<file path="src/bdmc_pkg.sv">
// Shared types, register indexes and reset values for the button debounce block.
`default_nettype none

package bdmc_pkg;

   // Widths of the timers, thresholds, click counters, register port and data channels.
   localparam int TimerWidth = 17;
   localparam int ThreshWidth = 16;
   localparam int CountWidth = 8;
   localparam int CsrIndexWidth = 3;
   localparam int CsrDataWidth = 16;
   localparam int ReqDataWidth = 8;
   localparam int RspDataWidth = 8;

   localparam logic [TimerWidth-1:0] TimerMax = {TimerWidth{1'b1}};
   localparam logic [CountWidth-1:0] CountMax = {CountWidth{1'b1}};

   // Configuration register indexes.
   typedef enum logic [CsrIndexWidth-1:0] {
      CSR_DEBOUNCE_TICKS = 3'd0,
      CSR_CLICK_TIMEOUT = 3'd1,
      CSR_INVERT_INPUT = 3'd2,
      CSR_PRESS_TARGET = 3'd3,
      CSR_RELEASE_TARGET = 3'd4
   } csr_index_type;

   // Values of the configuration registers after reset.
   localparam logic [ThreshWidth-1:0] DebounceReset = 16'd20;
   localparam logic [ThreshWidth-1:0] TimeoutReset = 16'd300;
   localparam logic InvertReset = 1'b1;
   localparam logic [CountWidth-1:0] PressTargetReset = 8'd2;
   localparam logic [CountWidth-1:0] ReleaseTargetReset = 8'd2;

   // Configuration register set.
   typedef struct packed {
      logic [ThreshWidth-1:0] debounce_ticks;
      logic [ThreshWidth-1:0] click_timeout_ticks;
      logic invert_input;
      logic [CountWidth-1:0] press_click_target;
      logic [CountWidth-1:0] release_click_target;
   } cfg_type;

   // Next state of one click counter and its hit flag.
   typedef struct packed {
      logic [TimerWidth-1:0] timer;
      logic [CountWidth-1:0] count;
      logic hit;
   } click_result_type;

endpackage

`default_nettype wire

</file>
<file path="src/button_debounce_multi_click_core.sv">
// Button debounce with edge, toggle and multi-click detection, one item per tick.
//
//  Channel | Direction | Ports                              | Contents
//  req     | in        | req_tvalid, req_tready, req_tdata  | raw_level in bit 0
//  rsp     | out       | rsp_tvalid, rsp_tready, rsp_tdata  | eight result flags
//  csr     | in        | csr_valid, csr_ready, csr_index,   | register index and value
//          |           | csr_data                           |
//
// Each tick item is handled at the edge where it is accepted: the state
// registers and the result register are updated at that edge.
// A new item is accepted every cycle while the result register is empty or
// being taken, so the sustained rate is one item per cycle.
// Reset is synchronous and active high; it clears all state but the result data and
// restores the register defaults. A stalled result holds, and input waits only then.
`default_nettype none

module button_debounce_multi_click_core (
   input  wire logic clock,
   input  wire logic reset,
   input  wire logic req_tvalid,
   output logic req_tready,
   // Bit 0: raw_level; bits 7:1: zero.
   input  wire logic [bdmc_pkg::ReqDataWidth-1:0] req_tdata,
   output logic rsp_tvalid,
   input  wire logic rsp_tready,
   // Bit 0: press_edge, 1: release_edge, 2: held, 3: level_changed,
   // 4: press_toggle, 5: release_toggle, 6: multi_press_hit, 7: multi_release_hit.
   output logic [bdmc_pkg::RspDataWidth-1:0] rsp_tdata,
   input  wire logic csr_valid,
   output logic csr_ready,
   input  wire logic [bdmc_pkg::CsrIndexWidth-1:0] csr_index,
   input  wire logic [bdmc_pkg::CsrDataWidth-1:0] csr_data
);
   import bdmc_pkg::*;

   // One click counter step: counts timely edges, restarts after a late one,
   // clears after the timeout and on reaching its target.
   function automatic click_result_type click_step(
      input logic evt,
      input logic [TimerWidth-1:0] timer,
      input logic [CountWidth-1:0] count,
      input logic [CountWidth-1:0] target,
      input logic [ThreshWidth-1:0] timeout
   );
      click_result_type r;
      logic [TimerWidth-1:0] elapsed;
      logic late;
      elapsed = (timer == TimerMax) ? TimerMax : timer + {{(TimerWidth-1){1'b0}}, 1'b1};
      late = elapsed > {1'b0, timeout};
      r.count = count;
      if (!evt) begin
         if (late) begin
            r.count = '0;
         end
         r.timer = elapsed;
      end else begin
         if (!late) begin
            r.count = (count == CountMax) ? CountMax : count + {{(CountWidth-1){1'b0}}, 1'b1};
         end else begin
            r.count = {{(CountWidth-1){1'b0}}, 1'b1};
         end
         r.timer = '0;
      end
      r.hit = (r.count == target);
      if (r.hit) begin
         r.count = '0;
      end
      return r;
   endfunction

   cfg_type cfg_ff;
   logic [TimerWidth-1:0] sample_timer_ff, sample_timer_in;
   logic now_ff, now_in;
   logic before_ff, before_in;
   logic press_toggle_ff, press_toggle_in;
   logic release_toggle_ff, release_toggle_in;
   logic [TimerWidth-1:0] press_timer_ff;
   logic [TimerWidth-1:0] release_timer_ff;
   logic [CountWidth-1:0] press_count_ff;
   logic [CountWidth-1:0] release_count_ff;
   logic rsp_valid_ff;
   logic [RspDataWidth-1:0] rsp_data_ff, rsp_data_in;

   logic req_accept;
   logic level;
   logic [TimerWidth-1:0] sample_elapsed;
   logic sample;
   logic changed_in;
   logic press_edge_in;
   logic release_edge_in;
   click_result_type press_res;
   click_result_type release_res;

   // Handshakes: the result register parts the two sides.
   assign req_tready = !rsp_valid_ff || rsp_tready;
   assign req_accept = req_tvalid && req_tready;
   assign csr_ready = 1'b1;
   assign rsp_tvalid = rsp_valid_ff;
   assign rsp_tdata = rsp_data_ff;

   // Resample the corrected level once more than the debounce time has passed.
   always_comb begin
      level = req_tdata[0] ^ cfg_ff.invert_input;
      sample_elapsed = (sample_timer_ff == TimerMax) ? TimerMax
                     : sample_timer_ff + {{(TimerWidth-1){1'b0}}, 1'b1};
      sample = sample_elapsed > {1'b0, cfg_ff.debounce_ticks};
      if (sample) begin
         before_in = now_ff;
         now_in = level;
         sample_timer_in = '0;
      end else begin
         before_in = before_ff;
         now_in = now_ff;
         sample_timer_in = sample_elapsed;
      end
      changed_in = sample && (now_in != before_in);
      press_edge_in = changed_in && now_in && !before_in;
      release_edge_in = changed_in && !now_in && before_in;
      press_toggle_in = press_toggle_ff ^ press_edge_in;
      release_toggle_in = release_toggle_ff ^ release_edge_in;
   end

   // Click counters for presses and releases.
   always_comb begin
      press_res = click_step(press_edge_in, press_timer_ff, press_count_ff,
                             cfg_ff.press_click_target, cfg_ff.click_timeout_ticks);
      release_res = click_step(release_edge_in, release_timer_ff, release_count_ff,
                               cfg_ff.release_click_target, cfg_ff.click_timeout_ticks);
   end

   // Result item packing, highest bit first.
   assign rsp_data_in = {release_res.hit, press_res.hit, release_toggle_in,
                         press_toggle_in, changed_in, now_in, release_edge_in,
                         press_edge_in};

   // State, configuration and result registers.
   always_ff @(posedge clock) begin
      if (reset) begin
         cfg_ff.debounce_ticks <= DebounceReset;
         cfg_ff.click_timeout_ticks <= TimeoutReset;
         cfg_ff.invert_input <= InvertReset;
         cfg_ff.press_click_target <= PressTargetReset;
         cfg_ff.release_click_target <= ReleaseTargetReset;
         sample_timer_ff <= '0;
         now_ff <= 1'b0;
         before_ff <= 1'b0;
         press_toggle_ff <= 1'b0;
         release_toggle_ff <= 1'b0;
         press_timer_ff <= '0;
         release_timer_ff <= '0;
         press_count_ff <= '0;
         release_count_ff <= '0;
         rsp_valid_ff <= 1'b0;
      end else begin
         if (csr_valid && csr_ready) begin
            case (csr_index)
               CSR_DEBOUNCE_TICKS: cfg_ff.debounce_ticks <= csr_data;
               CSR_CLICK_TIMEOUT: cfg_ff.click_timeout_ticks <= csr_data;
               CSR_INVERT_INPUT: cfg_ff.invert_input <= csr_data[0];
               CSR_PRESS_TARGET: cfg_ff.press_click_target <= csr_data[CountWidth-1:0];
               CSR_RELEASE_TARGET: cfg_ff.release_click_target <= csr_data[CountWidth-1:0];
               default: begin
               end
            endcase
         end
         if (req_accept) begin
            sample_timer_ff <= sample_timer_in;
            now_ff <= now_in;
            before_ff <= before_in;
            press_toggle_ff <= press_toggle_in;
            release_toggle_ff <= release_toggle_in;
            press_timer_ff <= press_res.timer;
            release_timer_ff <= release_res.timer;
            press_count_ff <= press_res.count;
            release_count_ff <= release_res.count;
            rsp_valid_ff <= 1'b1;
         end else if (rsp_tready) begin
            rsp_valid_ff <= 1'b0;
         end
      end
   end

   always_ff @(posedge clock) begin
      if (req_accept) begin
         rsp_data_ff <= rsp_data_in;
      end
   end

   // A press edge always reports a change to the pressed level.
   assert property (@(posedge clock) disable iff (reset)
      rsp_tvalid && rsp_tdata[0] |-> rsp_tdata[3] && rsp_tdata[2] && !rsp_tdata[1])
      else $error("press edge without a change to pressed");

   // A release edge always reports a change to the released level.
   assert property (@(posedge clock) disable iff (reset)
      rsp_tvalid && rsp_tdata[1] |-> rsp_tdata[3] && !rsp_tdata[2])
      else $error("release edge without a change to released");

   // The press toggle flips exactly on accepted press edges.
   assert property (@(posedge clock) disable iff (reset)
      req_accept |=> (press_toggle_ff != $past(press_toggle_ff)) == $past(press_edge_in))
      else $error("press toggle out of step with press edges");

   // A hit clears its click counter.
   assert property (@(posedge clock) disable iff (reset)
      req_accept && press_res.hit |=> press_count_ff == '0)
      else $error("press count not cleared after hit");

   // A change is only reported on a sampling tick, which restarts the timer.
   assert property (@(posedge clock) disable iff (reset)
      req_accept && changed_in |=> sample_timer_ff == '0)
      else $error("level change without sample timer restart");

endmodule

`default_nettype wire
</file>
<file path="config.mk">
export PLATFORM = sky130hd
export DESIGN_NAME = button_debounce_multi_click_core
export DESIGN_NICKNAME = d
export VERILOG_FILES = /design/src/bdmc_pkg.sv /design/src/button_debounce_multi_click_core.sv
export SDC_FILE = /design/constraint.sdc
export NUM_CORES = 1
export LEC_CHECK = 0
export BUFFER_PORTS_ARGS = -buffer_cell sky130_fd_sc_hd__buf_2
export CAP_MARGIN = 20
export CORE_ASPECT_RATIO = 0.6
export CORE_UTILIZATION = 40
export CTS_CLUSTER_DIAMETER = 120
export DETAILED_ROUTE_END_ITERATION = 8
export MAX_ROUTING_LAYER = met4
export PLACE_DENSITY = 0.58
export RECOVER_POWER = 25
export SYNTH_ARGS = -nofsm -noshare
export SYNTH_HDL_FRONTEND = slang
export SYNTH_SLANG_ARGS = --single-unit
</file>
<file path="constraint.sdc">
create_clock -name clock -period 10.85 [get_ports clock]
set_input_delay 2.17 -clock clock [delete_from_list [all_inputs] [get_ports clock]]
set_output_delay 2.17 -clock clock [all_outputs]
set_load 0.02 [all_outputs]
</file>
# ---- Word level (Yosys, flattened, before mapping)
# Index checks and enable logic that the tools add are counted.
dict set report classes {
  n_addsub 5
  order_cmp 3
  eq_ne 12
  n_mux 18
  bitwise_logic 3
  n_reduce_logical 17
}
# operator n
set op_table {}
lappend op_table {{17-bit 2-to-1 mux} 4}
lappend op_table {{8-bit 2-to-1 mux} 8}
lappend op_table {{17-bit by 1-bit adder with 17-bit output, second input constant} 3}
lappend op_table {{17-bit == test, second input constant} 3}
lappend op_table {{17-bit by 16-bit greater-than comparator with 1-bit output} 3}
lappend op_table {{25-bit 2-to-1 mux} 2}
lappend op_table {{8-bit by 1-bit adder with 8-bit output, second input constant} 2}
lappend op_table {{8-bit == test} 2}
lappend op_table {{8-bit == test, second input constant} 2}
lappend op_table {{2-bit AND reduction} 5}
lappend op_table {{3-bit by 2-bit == test with 1-bit output, second input constant} 2}
lappend op_table {{1-bit logical AND} 6}
lappend op_table {{1-bit 2-to-1 mux} 4}
lappend op_table {{3-bit by 1-bit == test with 1-bit output, second input constant} 1}
lappend op_table {{3-bit == test, second input constant} 1}
lappend op_table {{1-bit logical NOT} 3}
lappend op_table {{3-bit logical NOT} 1}
lappend op_table {{1-bit bitwise XOR} 3}
lappend op_table {{2-bit nonzero test} 1}
lappend op_table {{1-bit logical OR} 1}
lappend op_table {{1-bit != test} 1}
dict set report word_totals {
  register_bits 129
  output_inout_bits 11
  wordCells 74
}

# ---- Logic depth before layout (Yosys ltp)
# Gate-level depths: netlist (run 1).
dict set report depth {
  depth_word 11
  mapped_depth 22
  mapped_depth_nobuf 20
}

# ---- Worst setup path before layout (run 1)
# No wires, ideal clock.
dict set report synth_path {
  path_kind {input to output}
  start {in rsp_tready}
  end {out req_tready}
  arrival_time_ps 2405
  required_time_ps 8680
  setup_slack_ps 6275
  path_stages 1
  path_buffers 0
  cell_sequence {nand2b_1}
}
dict set report synth_via {
  elab_chain_cells 1
}
# element line_no
set synth_lines {}
lappend synth_lines {{from (decl)} button_debounce_multi_click_core.sv:25} ;# input wire logic rsp_tready,
lappend synth_lines {{1-bit logical OR} button_debounce_multi_click_core.sv:95} ;# assign req_tready = !rsp_valid_ff || rsp_tready;
lappend synth_lines {{to (decl)} button_debounce_multi_click_core.sv:21} ;# output logic req_tready,
# No other way between the ends.

==> results of run 1 <==
stage by stage:
| step | hold WS, ps | area (µm²) |
|---|---|---|
| floorplan | 436 | 7600 |
| global placement | 443 | 7940 |
| detailed placement | 448 | 7940 |
| CTS | 455 | 8490 |
| global route | 468 | 8470 |
| finish | 455 | 8470 |
metal layers:
metal	part of all wire [%]	global-route usage [%]	vias to the layer above	routed length [µm]
li1	-	-	3413	-
met1	56	35.1	3122	11600
met2	37	29.2	190	7590
met3	6.1	4.34	18	1250
met4	0.65	5.42	0	133
met5	0	-	-	0
flip-flops by register name, indices dropped and copies added, names as in the netlist:
register / count
rsp_tdata: 8
release_toggle_ff: 1
release_count_ff: 8
press_count_ff: 8
press_toggle_ff: 1
rsp_tvalid: 1
sample_timer_ff: 17
press_timer_ff: 17
now_ff: 1
release_timer_ff: 17
cfg_ff: 49
path summary, 6_finish.rpt:
path	from	to	slack, ps
worst max register to register	press_timer_ff[0]	press_count_ff[0]	5200
worst min register to register	cfg_ff[32]	cfg_ff[32]	460
worst min-delay path	cfg_ff[32]	cfg_ff[32]	460
worst max-delay path	reset	release_count_ff[7]	3670
power by group through the flow:
stage / Clock, W / Combinational (W) / Sequential [W]
4_1_cts: 0.000553 / 0.0000739 / 0.000487
5_1_grt: 0.000573 / 0.0000818 / 0.000488
6_report: 0.000544 / 0.0000734 / 0.000488
3_5_place_dp: 0 / 0.0000733 / 0.000498
2_1_floorplan: 0 / 0.0000465 / 0.000499
3_3_place_gp: 0 / 0.0000735 / 0.000498
Yosys cell counts, types with 14 or more instances:
cell type / n
nor3_1: 14
nor2_1: 80
xor2_1: 25
inv_1: 41
dfxtp_1: 120
clkbuf_1: 34
nand4_1: 17
ha_1: 53
a22oi_1: 29
xnor2_1: 24
nand3_1: 52
nand2_1: 178
and3_1: 23
a21oi_1: 93
worst reg2reg max path, cell delays in order (launching register included):
cell and delay, ps:
dfxtp_1 400, ha_1 240, nand3_1 120, nor4_2 480, and3_1 280, nand2_1 340
o21ai_0 300, ha_1 330, and4_1 220, o211ai_1 100, o211ai_1 160, a311o_1 420
or2_1 410, a211oi_1 520, xor2_1 150, nor4_2 340, nand4_2 260, a31oi_1 230
nor3_1 70
final cells by class:
class                           instances  area (µm²)  area share, %
Sequential cell                       128        2640           31.2
Multi-Input combinational cell        739        4620           54.5
Inverter                               44         170           2.01
Clock buffer                           18         439           5.18
Clock inverter                         13         115           1.36
Tap cell                              240         300           3.54
Timing Repair Buffer                   39         191           2.26
cell families (layout without fill, tap and decap cells):
kind of cell / Yosys count / count (layout) / synth area share, %
adder cells (fa/ha/maj): 53 / 53 / 8.73
AND/OR/NAND/NOR: 426 / 426 / 27.1
multiplexers: 3 / 3 / 0.478
AO/OA/AOI/OAI: 207 / 207 / 18.7
XOR/XNOR: 49 / 49 / 5.65
other: 1 / 1 / 0.0494
buffers and inverters: 85 / 114 / 4.50
flip-flops: 128 / 128 / 34.8
placed cells by master (no fill, tap or decap), types with 7 or more instances in the layout:
master	n
nand3_1	52
edfxtp_1	8
and3_1	23
a21oi_1	93
ha_1	53
a22oi_1	29
nand2_1	177
a211o_1	7
nand2b_1	7
nor3_1	14
buf_2	24
nor2_1	80
clkbuf_16	17
xnor2_1	24
xor2_1	25
clkbuf_1	11
inv_1	41
o21ai_0	11
dfxtp_1	120
nand4_1	17
and2_1	11
==> results.md, run 1 <==
- CP endpoint kind: register
- Synth Instances: 952
- Clock buffer depth: 2
- Slew @ Worst Pin: 4030 ps
- Vias in the first global route: 6014
- Root buffer cell: clkbuf_16
- Final WS setup: ~3700 ps
- CP Cell Sequence: clkbuf_1, clkbuf_1, nor2_1, a32o_1
- Largest area contributor in the netlist: dfxtp_1
- # IOs: 43
- Iter 0 DRT Violations: slightly below 600
- Cts hold-fix bufs: 0
- Mapped Nets: 1037
- Hold Path Depth: 2
- CTS tree: yes
- Die Y: 109 µm
- Wire per inst: 16.9 µm
- DP Cell Count: 1190
- Filler-free cell count of the finished design: approximately 1200
- Worst path bufs/invs: 2
- Vias per inst: between 5 and 6
- Final min period: around 7200 ps
- Startpoint Class: primary input
- Num CTS Buffers: 17
- Switch share: 25.4%
- Die Area: ~20000 µm²
- Routed wire length: around 21000 µm
- Seq/Total Area, Yosys: 34.8%
- Post-synth EDFFs: 8
- Total track usage: between 20 and 25%
- Final Hold Fails: 0
- Reg2Reg Depth: 18
- Worst path required time: 11150 ps
- P_leak: roughly 3.4 nW
- Final slew viol count: 90
- Slowest-stage cell, CP: clkbuf_1
- Main area contributors after synthesis: dfxtp_1 (32%), nand2_1 (8.8%), ha_1 (8.7%), a21oi_1 (6.1%), nor2_1 (4.0%)
- Worst-path fanout max: around 90
- Clk pwr share: around half
- Skew final: 9.84 ps
- Clk_lat worst skew: 420 ps
- Async set or reset register ratio after synthesis: 0%
- Global-route wire length before repair: 33200 µm
- Synthesized cell area: between 7000 and 8000 µm²
- Port Buf Inserts: 34
- Worst slew margin: -169%
- Drc violations: 4
- Worst path depth: 4
- Post-route setup TNS: 0 ps
- Pre-CTS setup slack: 5470 ps
- Die X: 180 µm
- Max Fclk: between 0.1 and 0.15 GHz
- Total power: 0.00110 W
- Area Growth Syn to Fin: 11.5%
- Synth Area per Inst: 7.98 µm²
- Via count: a little under 7000
- Post-CTS sizing: 0
- Ratio of cells with drive above 1 in the final layout: 9.07%
- Tcrit/Tclk final: about 66%
- Worst-path clk slew: about 60 ps
- Number of antenna-violating nets in the routed design: 0
- Comb pwr share: 6.6%
- Final core utilization: 46.3%
- Failing checks: DRC, capacitance limit, slew limit
- WS Path Type: in -> reg
- Cell mode on critical path: clkbuf_1
- Register share of total power: 44.2%
- Largest net degree at the start of global routing: 90
- Worst Path Arrival: 7480 ps
- Initial antenna violation count: 0
- Post-CTS Setup Inserts: 0
- Synth unique cells: 85
- Net Sw Power: between 0.0002 and 0.0003 W
- N_diodes: 0
- Final global-route overflow total: 0
- Final #Nets: approximately 1100
- Cell area power density: between 100 and 150 nW/µm²
- Status: finished, violations left
- Pre-Repair DR Iteration Count: 8
- H-tree depth: 4
- Max VDD drop: 116 µV
- RSZ-0062 raised after global routing: false
- Hold Path Class: reg -> reg
- Fill count: 1791
- Top cell type's share of synthesized area: 31.6%
- Clk sink count: 128
- Crit path max-delay family: buffers and inverters
- Number of warnings issued by yosys: 0
- Max-cap violations: 1
- FF+latch count, synth: 128
- Row Count: 38
- Initial Util: 41.5%
- GP Congestion: roughly 0.85
- Crit-path max cell delay: 2880 ps
- Int Pwr: about 0.00082 W
- Final Setup Violations: 0
- Synth Flop Type: dfxtp_1
- Core area: 18300 µm²
- Post-DP HPWL: 14700 µm
Note: power is estimated with default switching activity, not from simulation.
==> inputs of run 2 (changes only) <==
--- a/config.mk
+++ b/config.mk
@@ -5,6 +5,7 @@
 export SDC_FILE = /design/constraint.sdc
 export NUM_CORES = 1
 export LEC_CHECK = 0
+export ABC_AREA = 1
 export BUFFER_PORTS_ARGS = -buffer_cell sky130_fd_sc_hd__buf_2
 export CAP_MARGIN = 20
 export CORE_ASPECT_RATIO = 0.6
==> constraint.sdc (replaced) <==
create_clock -name clock -period 7.5 [get_ports clock]
set_input_delay 1.5 -clock clock [delete_from_list [all_inputs] [get_ports clock]]
set_output_delay 1.5 -clock clock [all_outputs]
set_load 0.02 [all_outputs]
==> run 2 against run 1 <==
  * The run ends with capacitance limit, slew limit left
  * Synthesized area is 5.0% higher
  * First-iteration DRC count is 8.1% lower
  * Register-to-register slack lost 2500 ps
  * Sequential share of layout area shrank 1.5 points
  * Sequential power is 46% higher
  * Clock skew increased by 4.7 ps
  * Global-route usage down 0.40 points
  * Cell count grew 21%
  * Combinational power increased by 74%
  * Wire length grew 2.2%
  * Power is 49% higher
  * Final area up 4.9%
  * Critical path type is now reg -> reg
  * Largest power group unchanged
==> results.md, run 2 <==
- Pre-Repair DR Iteration Count: 5
- CTS tree: yes
- Num CTS Buffers: 17
- Skew final: 14.5 ps
- Core area: 19300 µm²
- Ratio of cells with drive above 1 in the final layout: 9.01%
- N_diodes: 0
- Number of antenna-violating nets in the routed design: 0
- Max-cap violations: 2
- Synth Instances: 1179
- Largest area contributor in the netlist: dfxtp_1
- Wire per inst: 14.3 µm
- Post-CTS Setup Inserts: 0
- FF+latch count, synth: 128
- CP endpoint kind: register
- Final slew viol count: 95
- Failing checks: capacitance limit, slew limit
- Post-DP HPWL: ~15000 µm
- Top reg by flops: cfg_ff
- Clk sink count: about 130
- Number of warnings issued by yosys: 0
- Worst-path clk slew: 60 ps
- Final core utilization: 46.1%
- Mapped Nets: 1264
- Tcrit/Tclk final: 63.9%
- Max VDD drop: 163 µV
- Final min period: 4790 ps
- Top cell type's share of synthesized area: 30.1%
- RSZ-0062 raised after global routing: false
- Post-CTS sizing: 0
- DP Area: 8350 µm²
- WS Path Type: reg -> reg
- Final Setup Violations: 0
- Via count: 7367
- Async set or reset register ratio after synthesis: 0%
- Clock buffer depth: 2
- GP Congestion: 0.851
- Synthesized cell area: ~8000 µm²
- P_leak: 3.85 nW
- Root buffer cell: clkbuf_16
- Post-synth EDFFs: 8
- Synth cell count leaders: nand2_1 (325), inv_1 (142), a21oi_1 (129)
- Synth Flop Type: dfxtp_1
- Iter 0 DRT Violations: 548
- Startpoint Class: register
- Cts hold-fix bufs: 0
- Largest net degree at the start of global routing: 50
- Vias in the first global route: between 6000 and 7000
- Hold Path Class: reg -> reg
- Main area contributors after synthesis: dfxtp_1 (30%), nand2_1 (15%), ha_1 (8.3%), a21oi_1 (8.1%), inv_1 (6.7%)
- Synth Area per Inst: 6.77 µm²
- Status: finished, violations left
- Port Buf Inserts: 34
- Routed wire length: about 21000 µm
- Vias per inst: 4.99
- Final #Nets: 1282
- H-tree depth: 4
- Synth unique cells: 47
- Commonest non-fill, non-tap cell in the layout: nand2_1
- Cell area power density: between 150 and 200 nW/µm²
- Final Hold Fails: 0
- Slew @ Worst Pin: 2820 ps
- Max Fclk: 0.209 GHz
- Seq/Total Area, Yosys: 33.1%
- Initial Util: 41.4%
- Global-route wire length before repair: between 30000 and 40000 µm
- Area Growth Syn to Fin: 11.5%
- Die Y: 111 µm
- Row Count: 39
- Drc violations: 0
- Total track usage: 22.3%
- Worst slew margin: -88.0%
- Clk_lat worst skew: 420 ps
- Number of flip-flops in the largest register: 49
- Final global-route overflow total: 0
- Die Area: between 20000 and 25000 µm²
- Worst path required time: 7680 ps
- Initial antenna violation count: 0
- Post-route setup TNS: 0 ps
- Finished Cell Area: 8890 µm²
- Most numerous cell in the Yosys netlist: nand2_1
- Worst-path fanout max: 14
- Worst Path Arrival: 4960 ps
- Die X: roughly 180 µm
- # IOs: 43
- Most frequent cells in the layout: nand2_1 (324), inv_1 (142), a21oi_1 (129)
run 2: cell count changes after synthesis, moves of 18 or more:
cell     delta
a21oi_1    +36
a22oi_1    -29
and3_1     -21
inv_1     +101
nand2_1   +147
o21ai_0    +57
xnor2_1    -18
run 2: worst max-delay path, cell delays in order (launching register included):
cell and delay (ps):
dfxtp_1 410, ha_1 220, nand2_1 100, nor3_1 550, nand2_1 220, nor2_1 140
nand3_1 410, a21boi_0 270, o21ai_0 150, ha_1 300, nand2_1 80, nor2_1 50
a211oi_1 160, nand2_1 70, nand2_1 60, nand2_1 100, a21oi_1 270, buf_4 250
nand3_1 130, nand3_1 90, nand3_1 110, nor2_4 150, nand2_8 110, nand2_2 90
a21oi_2 50
run 2: power by group:
part           total [W]  internal (W)  leakage [nW]  switching (W)
Combinational   0.000128     0.0000366          2.53      0.0000918
Sequential      0.000711      0.000704          1.05     0.00000779
Clock           0.000807      0.000486         0.270       0.000320
run 2: final timing paths:
path | start | to | slack, ps | cells after the start
max | press_timer_ff[0] | press_count_ff[4] | 2710 | 24
min reg2reg | cfg_ff[43] | cfg_ff[43] | 460 | 2
min | cfg_ff[43] | cfg_ff[43] | 460 | 2
max reg2reg | press_timer_ff[0] | press_count_ff[4] | 2710 | 24
run 2: per-stage QoR:
stage / hold slack (ps) / std cells / setup slack [ps] / total power, W
floorplan: 435 / 1179 / 3790 / 0.000812
global placement: 449 / 1443 / 2360 / 0.000853
detailed placement: 453 / 1443 / 2350 / 0.000855
CTS: 463 / 1475 / 2290 / 0.00167
global route: 476 / 1476 / 2210 / 0.00171
finish: 463 / 1476 / 2710 / 0.00165
run 2: routing by layer:
layer	GRT usage, %	part of all wire [%]	vias up
met1	34.3	56	3323
met4	6.33	1.0	0
met3	4.09	4.8	17
met2	28.8	38	146
met5	-	0	-
li1	-	-	3881
run 2: kinds of logic (layout without fill, tap and decap cells):
| group | after synthesis | in the layout | share of synthesized area, % |
|---|---|---|---|
| adders and majority gates | 53 | 53 | 8.31 |
| xor gates and xnor gates | 24 | 24 | 2.64 |
| other | 1 | 1 | 0.0470 |
| AOI/OAI and AO/OA | 229 | 229 | 15.5 |
| and+or+nand+nor | 551 | 551 | 31.0 |
| buffers and inverters | 192 | 223 | 9.24 |
| muxes | 1 | 1 | 0.141 |
| DFF | 128 | 128 | 33.1 |
run 2: final cells by class:
class / instances / area (µm²)
fill: 1925 / 10400
multi-input combinational: 859 / 4600
sequential: 128 / 2640
inverter: 152 / 571
clock buffer: 21 / 440
tap: 266 / 333
timing repair buffer: 39 / 188
clock inverter: 11 / 116
==> inputs of run 3 (changes only) <==
--- a/config.mk
+++ b/config.mk
@@ -13,7 +13,7 @@
 export CTS_CLUSTER_DIAMETER = 120
 export DETAILED_ROUTE_END_ITERATION = 8
 export MAX_ROUTING_LAYER = met4
-export PLACE_DENSITY = 0.58
+export PLACE_DENSITY = 0.6
 export RECOVER_POWER = 25
 export SYNTH_ARGS = -nofsm -noshare
 export SYNTH_HDL_FRONTEND = slang
==> constraint.sdc (replaced) <==
create_clock -name clock -period 4.35 [get_ports clock]
set_input_delay 0.87 -clock clock [delete_from_list [all_inputs] [get_ports clock]]
set_output_delay 0.87 -clock clock [all_outputs]
set_load 0.02 [all_outputs]
==> run 3 against run 2 <==
  * The run now ends clean
  * Critical path depth grew 6
  * Hold slack got worse by 7.1 ps
  * Utilization rose by 3.7 points
  * Final area grew 8.0%
  * Clock power is 91% higher
  * Cell count increased by 3.5%
  * Critical endpoint is now release_count_ff[6]
==> results.md, run 3 (synthesis gave the netlist of run 2 again) <==
- Status: complete, no violations
- Vias in the first global route: ~6700
- Num CTS Buffers: 17
- Tcrit/Tclk final: 98.3%
- Reg2reg end: release_count_ff[6]
- DP Cell Count: 1483
- Commonest non-fill, non-tap cell in the layout: nand2_1
- Vias per inst: slightly below 5
- Number of flip-flops in the largest register: 49
- GP Congestion: about 0.85
- Routed wire length: 21400 µm
- Largest net degree at the start of global routing: between 90 and 100
- CTS tree: yes
- Slew @ Worst Pin: 1040 ps
- Ratio of cells with drive above 1 in the final layout: 17.8%
- Pre-Repair DR Iteration Count: 5
- Clk sink count: 128
- Die Y: 111 µm
- Final #Nets: between 1000 and 1500
- Die X: 184 µm
- Iter 0 DRT Violations: 644
- Final slew viol count: 0
- Cell area power density: between 300 and 400 nW/µm²
- Final min period: 4280 ps
- Worst path required time: 4620 ps
- RSZ-0062 raised after global routing: true
- Area Growth Syn to Fin: 20.3%
- Slowest-stage cell, CP: dfxtp_4
- Crit-path max cell delay: roughly 380 ps
- Clock buffer depth: 2
- Final Setup Violations: 0
- Post-DP HPWL: approximately 15000 µm
- N_diodes: 0
- Global-route wire length before repair: between 30000 and 40000 µm
- Port Buf Inserts: 34
- Total track usage: roughly 22%
- Row Count: 39
- Number of antenna-violating nets in the routed design: 0
- Filler-free cell count of the finished design: 1528
- Worst-path clk slew: 70 ps
- Hold_sp: cfg_ff[46]
- Reg2Reg Depth: 30
- Critical R2R Launch: sample_timer_ff[2]
- Drc violations: 0
- Worst path bufs/invs: 7
- Initial Util: 41.4%
- Hold slack: ~460 ps
- Worst slew margin: 30.8%
- Hold Path Depth: 2
- Clk_lat worst skew: 430 ps
- Final Hold Fails: 0
- Hold worst-path end: cfg_ff[46]
- Via count: 7566
- Flop2flop setup slack: 70 ps
- Max VDD drop: 276 µV
- Wire per inst: 14.0 µm
- P_leak: 4.22 nW
- Top reg by flops: cfg_ff
- WS Path Type: reg -> reg
- Startpoint Class: register
- Initial antenna violation count: 0
- Crit path max-delay family: simple AND/OR/NAND/NOR gates
- Skew final: around 14 ps
- Fill count: 1900
- Worst-path fanout max: 5
- Root buffer cell: clkbuf_16
- Die Area: between 20000 and 25000 µm²
- Most frequent cells in the layout: nand2_1 (309), inv_1 (138), a21oi_1 (125)
- Worst Path Arrival: 4540 ps
- Final global-route overflow total: 0
- Hold Path Class: reg -> reg
- CP endpoint kind: register
- H-tree depth: 4
- # IOs: 43
- Max Fclk: 0.234 GHz
- Core area: 19300 µm²
- Max-cap violations: 0
[run 3: worst min-delay path: cells and delay by family (launching register included)]
family | cells | cell delay, ps
AO/OA/AOI/OAI | 1 | 60
flip-flops | 1 | 290
buffers and inverters | 1 | 60
[run 3: routing by layer]
layer	global-route usage (%)	vias to the layer above	routed length [µm]	share of wire (%)
met2	28.1	173	8230	38
met3	4.32	16	1230	5.8
met4	5.17	0	155	0.72
met1	34.0	3392	11800	55
met5	-	-	0	0
li1	-	3985	-	-
[run 3: through the flow]
stage | area [µm²] | setup TNS, ps | setup slack (ps) | utilization, % | power, W
floorplan | 7980 | 0 | 636 | - | 0.00140
global placement | 8660 | -156 | -13.6 | 44.9 | 0.00147
detailed placement | 8660 | -1450 | -102 | 44.9 | 0.00148
CTS | 9310 | 0 | 27.0 | 48.3 | 0.00301
global route | 9600 | -2850 | -208 | 49.8 | 0.00310
finish | 9600 | 0 | 73.3 | 49.8 | 0.00300
[run 3: area by class of cell]
cell class                 count  area [µm²]  area share, %
clock buffer                  20         468           4.88
timing repair buffer          90         614           6.40
clock inverter                12         156           1.63
inverter                     152         573           5.97
multi-input combinational    860        4800           50.1
sequential                   128        2650           27.6
tap                          266         333           3.47
[run 3: worst max-delay path by stage]
stage                                  start                  end  cells past startpoint
after floorplan            press_timer_ff[0]    press_count_ff[3]                     28
after global placement    sample_timer_ff[2]  release_count_ff[3]                     31
after detailed placement  sample_timer_ff[2]  release_count_ff[3]                     32
after CTS                 sample_timer_ff[2]  release_count_ff[2]                     31
after global routing      sample_timer_ff[2]  release_count_ff[6]                     35
final                     sample_timer_ff[2]  release_count_ff[6]                     30
[run 3: power by group]
| part | leakage, nW | switching, W | internal [W] | total (W) |
|---|---|---|---|---|
| Sequential | 1.05 | 0.0000133 | 0.00121 | 0.00123 |
| Clock | 0.294 | 0.000587 | 0.000952 | 0.00154 |
| Combinational | 2.87 | 0.000165 | 0.0000729 | 0.000238 |
[run 3: timing repair]
action	4_1_cts	5_1_grt
hold buffers	0	0
setup buffers	0	12
pin swaps	3	30
endpoints found under the setup margin	18	38
gates resized for setup	6	61
gates cloned	1	0
